===== src/rtl/core/srtl_pkg.sv =====
`default_nettype none
package srtl_pkg;

  localparam int TABLE_DEPTH = 1024;
  localparam int VALUE_BITS  = 16;

  localparam int OPCODE_W = 2;
  localparam int STATUS_W = 3;
  localparam int POS_W    = 11;

  localparam int IDX_W = (TABLE_DEPTH > 1) ? $clog2(TABLE_DEPTH) : 1;
  localparam int CNT_W = $clog2(TABLE_DEPTH + 1);

  localparam int IN_BITS     = OPCODE_W + VALUE_BITS;
  localparam int IN_TDATA_W  = ((IN_BITS + 7) / 8) * 8;
  localparam int OUT_BITS    = STATUS_W + POS_W;
  localparam int OUT_TDATA_W = ((OUT_BITS + 7) / 8) * 8;

  // Match encoder: a registered OR tree, TREE_FAN leaves per node.
  localparam int TREE_FAN   = 32;
  localparam int TREE_NODES = (TABLE_DEPTH + TREE_FAN - 1) / TREE_FAN;

  function automatic int tree_levels();
    int n;
    int l;
    n = TREE_NODES;
    l = 1;
    while (n > 1) begin
      n = (n + TREE_FAN - 1) / TREE_FAN;
      l = l + 1;
    end
    return l;
  endfunction

  localparam int TREE_LEVELS = tree_levels();
  localparam int LVL_W       = $clog2(TREE_LEVELS + 1);

  typedef enum logic [OPCODE_W-1:0] {
    OP_CLEAR  = 2'd0,
    OP_INSERT = 2'd1,
    OP_QUERY  = 2'd2
  } opcode_t;

  typedef enum logic [STATUS_W-1:0] {
    STAT_INSERTED  = 3'd0,
    STAT_FULL      = 3'd1,
    STAT_FOUND     = 3'd2,
    STAT_NOT_FOUND = 3'd3,
    STAT_CLEARED   = 3'd4
  } status_t;

  typedef enum logic {
    S_IDLE,
    S_QUERY
  } state_t;

  // What one cell hands to its right-hand neighbor.
  typedef struct packed {
    logic [VALUE_BITS-1:0] entry;
    logic                  gt;   // invalid, or entry above the insert key
    logic                  ge;   // valid and entry not below the query key
  } link_t;

endpackage
`default_nettype wire


===== src/rtl/core/srtl_cell.sv =====
`default_nettype none
module srtl_cell (
  input  wire                             clk,
  input  wire                             shift_en,
  input  wire  [srtl_pkg::VALUE_BITS-1:0] ins_key,
  input  wire  [srtl_pkg::VALUE_BITS-1:0] qry_key,
  input  wire                             valid,
  input  wire  srtl_pkg::link_t           left,
  output srtl_pkg::link_t                 right,
  output logic                            hit
);
  import srtl_pkg::*;

  logic [VALUE_BITS-1:0] entry;
  logic                  gt;
  logic                  ge;

  assign gt = !valid || (entry > ins_key);
  assign ge = valid && (entry >= qry_key);

  // First cell at or above the key, and equal to it.
  assign hit = ge && !left.ge && (entry == qry_key);

  assign right.entry = entry;
  assign right.gt    = gt;
  assign right.ge    = ge;

  // Open a slot: cells above the key take their neighbor's entry, the
  // first of them takes the key.
  always_ff @(posedge clk) begin
    if (shift_en && gt) begin
      entry <= left.gt ? left.entry : ins_key;
    end
  end

endmodule
`default_nettype wire


===== config.mk =====
export PLATFORM = sky130hd
export DESIGN_NAME = srtl_cell
export DESIGN_NICKNAME = d
export VERILOG_FILES = /design/src/rtl/core/srtl_pkg.sv /design/src/rtl/core/srtl_cell.sv
export SDC_FILE = /design/constraint.sdc
export NUM_CORES = 1
export LEC_CHECK = 0
export BUFFER_PORTS_ARGS = -buffer_cell sky130_fd_sc_hd__buf_2
export CELL_PAD_IN_SITES_DETAIL_PLACEMENT = 1
export CELL_PAD_IN_SITES_GLOBAL_PLACEMENT = 2
export CORE_ASPECT_RATIO = 0.6
export CORE_MARGIN = 2
export CORE_UTILIZATION = 23
export DETAILED_ROUTE_END_ITERATION = 12
export PLACE_DENSITY = 0.86
export SYNTH_ARGS = -nofsm -noshare
export SYNTH_HDL_FRONTEND = slang
export SYNTH_SLANG_ARGS = --single-unit

===== constraint.sdc =====
create_clock -name clk -period 3.1 [get_ports clk]
set_input_delay 0.31 -clock clk [delete_from_list [all_inputs] [get_ports clk]]
set_output_delay 0.31 -clock clk [all_outputs]
set_load 0.02 [all_outputs]

==> results_dict.tcl <==
set metrics [dict create \
    drtAntennaViolNets 0 \
    cp.depth 6 \
    num_rows 22 \
    ys_warn_count 0 \
    numCtsBuffers 3 \
    worstSetupStartpoint "entry[15]" \
    crit_path_max_fanout 13 \
    die_x_um 108.4 \
    grt_overflow 0 \
    synth-async-reset-ratio 0 \
    rsz0062_at_grt "no" \
    dr.pass1.iters 4 \
    r2r_end "entry[2]" \
    synth_fp_nets 253 \
    slew_violations 0 \
    crit_chain "ha_1 -> nand4_2 -> nor4_2 -> o21ai_1 -> a311oi_4 -> buf_4" \
    synth_enable_flop_cells 16 \
    route.met3.wl_um 271 \
    outcome "finished clean" \
    syn_inst 168 \
    multi_input_area_um2 888.4 \
    core_um2 6221 \
    tns_ps 0 \
    combinationalPowerShare 0.343 \
    cts_root_buffer "clkbuf_8" \
    antenna_found_initial 0 \
    seq_area_um2 480.5 \
    drt-initial-drc-count 25 \
    initial_utilization 0.2420 \
    setup_viol 0 \
    crit_buf_inv 1 \
    die_h_um 66.66 \
    hold_ws_ps 337.4 \
    power_density_nw_per_um2 332.7 \
    vias_per_cell 4.322 \
    clockPowerShare 0.243 \
    synth_cell_types 31 \
    grt_pass1_wl_um 6893 \
    r2r_setup_slack_ps 290 \
    grt_pass1_vias 1414 \
    nNetsFinal 325 \
    final_common_cell "buf_2" \
    die_area_um2 7228 \
    drive_above_1_share 0.3431 \
    routabilityCongestion 0.8341 \
    avgSynthCellArea_um2 8.959 \
    io_buffers 71 \
    via_count 1396 \
    skew_ps 1.193 \
    cts_tree "done" \
    hp-class "in2reg" \
    drv_cap 0 \
    finalCritPeriodShare 0.9057 \
    grt_max_degree 32 \
    worst_setup_path_end_kind "flop" \
    power.internal_w 0.0004468 \
    cts_max_level 1 \
    wl_met1_um 2332 \
    dpl.hpwl_um 3900 \
    switching_share 0.3316 \
    clockBufferDepth 2 \
    synth-main-ff-cell "edfxtp_1" \
    crit_path_end "entry[2]" \
    reg_top3 "entry x16" \
    fin_crit_ps 2808 \
    crit_arrival_ps 2780 \
    synth-seq-area-share 0.3192 \
    fill_cells 790 \
    p_leak_nw 1.080 \
    clk_latency_ps 250 \
    hold_violations 0 \
    reg2regPathDepth 6 \
    clk_pin_slew_worst_paths_ps 70 \
    wl_per_cell_um 13.78 \
    ys_ff_latch 16 \
    regMostFlops "entry" \
    critPathKind "reg2reg" \
    p_switching_w 0.0002217 \
    grt_usage 0.1261 \
    seq_power_share 0.414 \
    cts_hold_buf 0 \
    timing.critical_path.max_delay_family "compound AO/OA/AOI/OAI gates" \
    highest_layer "met4" \
    wl_met2_um 1830 \
    drt_wl_total_um 4450 \
    required_ps 3070 \
    area_growth_pct 33.50 \
    drcViolationCount 0 \
    cts_sinks 16 \
    synth_area_um2 1505 \
    crit_path_max_incr_delay_ps 770 \
    largest_reg_flops 16 \
    reg2reg_from "entry[15]" \
    crit_path_start_kind "flop" \
    ir_worst_vdd_uv 107.4 \
    fmaxAchievable_mhz 356.2 \
    worst_slew_pin_slew_ps 803.2 \
    mostFrequentLayoutCells "buf_2 (71), inv_1 (34), ha_1 (32)" \
    slew-limit-headroom 0.4645 \
    cp_slowest_cell "a311oi_4" \
    io_pins 72 \
    n_antenna_cell 0 \
]
## how the worst min path moves through the flow
| stage | end | cells past startpoint | start | slack [ps] |
|---|---|---|---|---|
| 2_1_floorplan | entry[14] | 2 | left[16] | 500 |
| 3_3_place_gp | entry[12] | 3 | left[14] | 600 |
| 3_5_place_dp | entry[11] | 3 | left[13] | 600 |
| 4_1_cts | entry[11] | 3 | left[13] | 330 |
| 5_1_grt | entry[12] | 3 | left[14] | 360 |
| 6_report | entry[11] | 3 | left[13] | 340 |
## timing repair
action                                  CTS  global route
gates resized for setup                   0             1
setup buffers                             0             0
endpoints found under the setup margin    0             4
## worst register-to-register path: stages (launching register included)
cell,delay (ps)
edfxtp_1,430
ha_1,350
nand4_2,170
nor4_2,370
o21ai_1,180
a311oi_4,770
buf_4,260
## power groups by stage
stage	clock network, W	registers [W]	logic (W)
after floorplan	0	0.000298	0.000121
after global placement	0	0.000280	0.000223
after detailed placement	0	0.000281	0.000230
after CTS	0.000167	0.000277	0.000232
after global routing	0.000174	0.000278	0.000261
final	0.000163	0.000277	0.000229
## area by class of cell
cell class / instances / area share
Multi-Input combinational cell: 113 / 0.4421
Sequential cell: 16 / 0.2391
Timing Repair Buffer: 72 / 0.1806
Inverter: 34 / 0.06351
Tap cell: 84 / 0.05230
Clock buffer: 3 / 0.02055
Clock inverter: 1 / 0.001868
## kinds of logic (layout without fill, tap and decap cells)
group,count (synthesis),count (layout),share of synthesized area
AO/OA/AOI/OAI,42,42,0.1621
buffers and inverters,39,110,0.1022
AND/OR/NAND/NOR,38,38,0.1430
adder cells (fa/ha/maj),32,32,0.2660
flip-flops,16,16,0.3192
multiplexers,1,1,0.007481
## per-layer routing
layer	up-vias	global-route usage
met3	2	0.03229
met4	0	0.01923
met1	622	0.1783
met5	-	0
li1	731	-
met2	41	0.1961
## stage by stage
step	power, W	cells	setup slack [ps]	area [um2]	util
6_report	0.0006685	323	292.3	2009	0.3230
2_1_floorplan	0.0004183	168	445.7	1511	-
5_1_grt	0.0007131	323	118.0	2009	0.3230
4_1_cts	0.0006755	323	2.049	1998	0.3212
3_3_place_gp	0.0005026	319	188.5	1953	0.3140
3_5_place_dp	0.0005109	319	63.65	1953	0.3140
## synth_stat cells, types with 2 or more instances
| library cell | instances | share of area |
|---|---|---|
| inv_1 | 34 | 0.085 |
| ha_1 | 32 | 0.27 |
| nand2_1 | 23 | 0.057 |
| o21ai_0 | 20 | 0.067 |
| edfxtp_1 | 16 | 0.32 |
| a21oi_1 | 11 | 0.037 |
| a21o_1 | 3 | 0.015 |
| and4_1 | 3 | 0.017 |
| clkbuf_1 | 3 | 0.0075 |
| buf_4 | 2 | 0.010 |
Power figures use the tool's default switching activity.
