--- src/rtl/core/srtl_pkg.sv ---
`default_nettype none
package srtl_pkg;

  localparam int TABLE_DEPTH = 1024;
  localparam int VALUE_BITS  = 16;

  localparam int OPCODE_W = 2;
  localparam int STATUS_W = 3;
  localparam int POS_W    = 11;

  localparam int IDX_W = (TABLE_DEPTH > 1) ? $clog2(TABLE_DEPTH) : 1;
  localparam int CNT_W = $clog2(TABLE_DEPTH + 1);

  localparam int IN_BITS     = OPCODE_W + VALUE_BITS;
  localparam int IN_TDATA_W  = ((IN_BITS + 7) / 8) * 8;
  localparam int OUT_BITS    = STATUS_W + POS_W;
  localparam int OUT_TDATA_W = ((OUT_BITS + 7) / 8) * 8;

  // Match encoder: a registered OR tree, TREE_FAN leaves per node.
  localparam int TREE_FAN   = 32;
  localparam int TREE_NODES = (TABLE_DEPTH + TREE_FAN - 1) / TREE_FAN;

  function automatic int tree_levels();
    int n;
    int l;
    n = TREE_NODES;
    l = 1;
    while (n > 1) begin
      n = (n + TREE_FAN - 1) / TREE_FAN;
      l = l + 1;
    end
    return l;
  endfunction

  localparam int TREE_LEVELS = tree_levels();
  localparam int LVL_W       = $clog2(TREE_LEVELS + 1);

  typedef enum logic [OPCODE_W-1:0] {
    OP_CLEAR  = 2'd0,
    OP_INSERT = 2'd1,
    OP_QUERY  = 2'd2
  } opcode_t;

  typedef enum logic [STATUS_W-1:0] {
    STAT_INSERTED  = 3'd0,
    STAT_FULL      = 3'd1,
    STAT_FOUND     = 3'd2,
    STAT_NOT_FOUND = 3'd3,
    STAT_CLEARED   = 3'd4
  } status_t;

  typedef enum logic {
    S_IDLE,
    S_QUERY
  } state_t;

  // What one cell hands to its right-hand neighbor.
  typedef struct packed {
    logic [VALUE_BITS-1:0] entry;
    logic                  gt;   // invalid, or entry above the insert key
    logic                  ge;   // valid and entry not below the query key
  } link_t;

endpackage
`default_nettype wire

--- src/rtl/core/srtl_hit_tree.sv ---
`default_nettype none
module srtl_hit_tree (
  input  wire                         clk,
  input  wire  [srtl_pkg::TABLE_DEPTH-1:0] hit,
  output logic                        found,
  output logic [srtl_pkg::IDX_W-1:0]  idx
);
  import srtl_pkg::*;

  logic             node_hit [TREE_LEVELS][TREE_NODES];
  logic [IDX_W-1:0] node_idx [TREE_LEVELS][TREE_NODES];

  // Leaf level: OR of one group of cells, with the index of the one hit.
  for (genvar j = 0; j < TREE_NODES; j++) begin : g_leaf
    logic             h;
    logic [IDX_W-1:0] x;
    always_comb begin
      h = 1'b0;
      x = '0;
      for (int k = 0; k < TREE_FAN; k++) begin
        if (j * TREE_FAN + k < TABLE_DEPTH) begin
          if (hit[j * TREE_FAN + k]) begin
            h = 1'b1;
            x = x | IDX_W'(j * TREE_FAN + k);
          end
        end
      end
    end
    always_ff @(posedge clk) begin
      node_hit[0][j] <= h;
      node_idx[0][j] <= x;
    end
  end

  // Upper levels: at most one hit is set, so indices merge by OR.
  for (genvar l = 1; l < TREE_LEVELS; l++) begin : g_level
    for (genvar j = 0; j < TREE_NODES; j++) begin : g_node
      logic             h;
      logic [IDX_W-1:0] x;
      always_comb begin
        h = 1'b0;
        x = '0;
        for (int k = 0; k < TREE_FAN; k++) begin
          if (j * TREE_FAN + k < TREE_NODES) begin
            h = h | node_hit[l-1][j * TREE_FAN + k];
            x = x | node_idx[l-1][j * TREE_FAN + k];
          end
        end
      end
      always_ff @(posedge clk) begin
        node_hit[l][j] <= h;
        node_idx[l][j] <= x;
      end
    end
  end

  assign found = node_hit[TREE_LEVELS-1][0];
  assign idx   = node_idx[TREE_LEVELS-1][0];

endmodule
`default_nettype wire

--- config.mk ---
export PLATFORM = sky130hd
export DESIGN_NAME = srtl_hit_tree
export DESIGN_NICKNAME = d
export VERILOG_FILES = /design/src/rtl/core/srtl_pkg.sv /design/src/rtl/core/srtl_hit_tree.sv
export SDC_FILE = /design/constraint.sdc
export NUM_CORES = 1
export LEC_CHECK = 0
export BUFFER_PORTS_ARGS = -buffer_cell sky130_fd_sc_hd__buf_2
export CAP_MARGIN = 25
export CORE_AREA = 2 2 403 405
export DETAILED_ROUTE_END_ITERATION = 7
export DIE_AREA = 0 0 405 407
export PLACE_DENSITY_LB_ADDON = 0.2
export SYNTH_ARGS = -nofsm -noshare
export SYNTH_HDL_FRONTEND = slang
export SYNTH_SLANG_ARGS = --single-unit
--- constraint.sdc ---
create_clock -name clk -period 3.2 [get_ports clk]
set_clock_uncertainty 0.1 [all_clocks]
set_input_delay 0.64 -clock clk [delete_from_list [all_inputs] [get_ports clk]]
set_output_delay 0.64 -clock clk [all_outputs]
set_load 0.02 [all_outputs]
==> flow_metrics.env <==
export IMPL_setup_reg_to_reg_worst_slack_ns=1.19
export IMPL_synth_top_family_by_area="simple AND/OR/NAND/NOR gates"
export IMPL_die_span_in_y_um=407
export IMPL_synth_cell_types=30
export IMPL_synth_mux_area_frac=0
export IMPL_drv_slew=0
export IMPL_layout_common_cells="1035 x buf_2, 331 x nor4_1, 234 x dfxtp_1"
export IMPL_fin_crit_sh=0.628
export IMPL_yosys_area_share_xor_xnor=0
export IMPL_grt_pass1_vias=17196
export IMPL_grt_met3_usage=0.0342
export IMPL_totalWireLength_um=113000
export IMPL_peak_ir_drop_on_the_vdd_network_mv=0.220
export IMPL_ys_top_cells_by_area="dfxtp_1 44%, nor4_1 20%, or4_1 9.2%, nand4_1 6.4%, nor3_1 4.8%"
export IMPL_arrival_ns=2.36
export IMPL_finalWeightedCongestion=0.930
export IMPL_portBuffers=1035
export IMPL_post_synth_top_area_cell="dfxtp_1"
export IMPL_total_power_w=0.00807
export IMPL_global_route_overflow_total=0
export IMPL_post_cts_repair_setup_buffers=0
export IMPL_layout_cells_most_common="buf_2"
export IMPL_design_die_area_mm2=0.165
export IMPL_fmaxAchievable_ghz=0.497
export IMPL_drt_pass1_iterations=5
export IMPL_synth_largest_type_area_fraction=0.443
export IMPL_count_of_state_elements_after_synthesis=234
export IMPL_postCtsResizedCells=0
export IMPL_status="completed"
export IMPL_antenna_violating_nets_post_route=0
export IMPL_drt_wirelength_per_cell_um=25.0
export IMPL_layout_area_overhead_vs_synth_pct=88.9
export IMPL_numCtsBuffers=35
export IMPL_clkSlewWorstSetupHoldPaths_ns=0.06
export IMPL_total_negative_slack_for_setup_checks_ns=0
export IMPL_synth_simple_gate_area_frac=0.557
export IMPL_cts_sinks=234
export IMPL_hold_viol=0
export IMPL_number_of_nets_produced_by_synthesis=2222
export IMPL_grt_antenna_before_repair=85
export IMPL_detailedRoute_firstIterationViolations=914
export IMPL_tritoncts="built"
export IMPL_design_final_nets=3329
export IMPL_pin_count=1036
export IMPL_mappedNetlistArea_mm2=0.0106
export IMPL_compound_gate_portion_of_the_synthesized_area=0
export IMPL_ctsRootBufferMaster="clkbuf_16"
export IMPL_core_region_area_mm2=0.160
export IMPL_worstSetupPathType="reg -> reg"
export IMPL_grt_start_max_net_pins=11
export IMPL_hpwlAfterDp_um=103000
export IMPL_p_per_area_mw_per_mm2=404
export IMPL_via_count=15956
export IMPL_met1_track_demand_over_resource=0.150
export IMPL_post_synth_cell_area_avg_um2=8.83
export IMPL_grt_setup_unrepaired="false"
export IMPL_crit_path_end_kind="flop"
export IMPL_worstHoldPathType="in -> reg"
export IMPL_setup_viol=0
export IMPL_synth_seq_area_share=0.443
export IMPL_met2_usage=0.227
export IMPL_finalCriticalPeriod_ns=2.01
export IMPL_die_w_um=405
export IMPL_floorplan_rows=147
export IMPL_worst_pin_slew_ns=0.938
export IMPL_initial_utilization=0.0660
export IMPL_cts_hold_buffers_added=0
export IMPL_clock_path_buffers=3
export IMPL_critPathMaxFanout=1
export IMPL_final_layout_size_suffix_gt1_frac=0.494
export IMPL_max_cap_violations=0
export IMPL_drc=0
export IMPL_grt_total_usage=0.130
export IMPL_synth_yosys_warnings=0
export IMPL_p_leak_nw=7.34
export IMPL_timing_max_slew_rel_slack=0.369
export IMPL_grt_first_pass_wirelength_um=144000
export IMPL_critical_path_startpoint_type="flop"
export IMPL_worst_skew_pair_late_latency_ns=0.58
export IMPL_syn_instance_count=1197
export IMPL_adder_and_majority_gate_portion_of_the_synthesized_area=0
export IMPL_avgViaCountPerCell=3.53
export IMPL_htree_levels=2
export IMPL_worstPathRequired_ns=3.55
export IMPL_gr_max_usage_layer="met2"
-- where the power goes --
| part | switching [W] | internal, W |
|---|---|---|
| logic | 0.000594 | 0.000541 |
| registers | 0.0000000388 | 0.00291 |
| clock network | 0.00159 | 0.00244 |
| total | 0.00218 | 0.00589 |
-- through the flow --
stage | util | hold slack (ns) | setup slack [ns] | instances | instance area [um^2]
finish | 0.125 | 0.177 | 1.19 | 4521 | 20000
global route | 0.124 | 0.143 | 0.958 | 4503 | 19900
CTS | 0.124 | 0.106 | 0.903 | 4486 | 19900
detailed placement | 0.117 | 0.344 | 0.785 | 4427 | 18700
global placement | 0.117 | 0.344 | 0.805 | 4427 | 18700
floorplan | - | 0.311 | 1.09 | 1197 | 10600
-- critical path, cell delays in order, from the launching register on --
cell	delay, ns
dfxtp_1	0.36
nor4_1	0.62
nand4_1	0.41
or2_2	0.39
-- registers in the layout (all words and copies together) (netlist names) --
signal / cells
node_hit: 33
node_idx: 201
-- per-layer routing --
layer	vias to the layer above	share of wire	wire length [um]
li1	7386	-	-
met1	7565	0.41	45900
met2	774	0.49	55400
met3	211	0.067	7580
met4	20	0.037	4220
met5	-	0.0012	134
-- cell families after synthesis --
| family | Yosys count |
|---|---|
| buf+inv | 1 |
| simple gates | 962 |
| flops | 234 |
-- synthesized netlist by cell type, drive strengths merged --
library cell  count
nand2            23
nor3            104
and2              3
nor2b             4
nand4           111
or2              17
nor4            336
nor2             99
nor3b             4
or4b              2
and3              3
inv               1
nand3b            2
nor4bb            1
nand4b           41
nand3            56
or4             131
or3              22
nor4b             3
dfxtp           234
-- final cells by class --
| type | count | area, um^2 |
|---|---|---|
| diodes | 35 | 87.6 |
| fillers | 18678 | 140000 |
| repair buffers | 1070 | 5440 |
| clock buffers | 47 | 1000 |
| clock inverters | 12 | 150 |
| multi-input cells | 962 | 5900 |
| flip-flops and latches | 234 | 4680 |
| well taps | 2160 | 2700 |
| inverters | 1 | 3.75 |
-- worst paths after layout --
kind | from | endpoint | depth (start not counted)
max | node_hit[0][23]$_DFF_P_ | node_hit[1][31]$_DFF_P_ | 3
min | hit[832] | node_idx[0][59]$_SDFF_PP1_ | 2
max reg2reg | node_hit[0][23]$_DFF_P_ | node_hit[1][31]$_DFF_P_ | 3
min reg2reg | node_idx[0][283]$_SDFF_PP1_ | node_idx[1][289]$_DFF_P_ | 2
(Power assumes the default switching activity.)
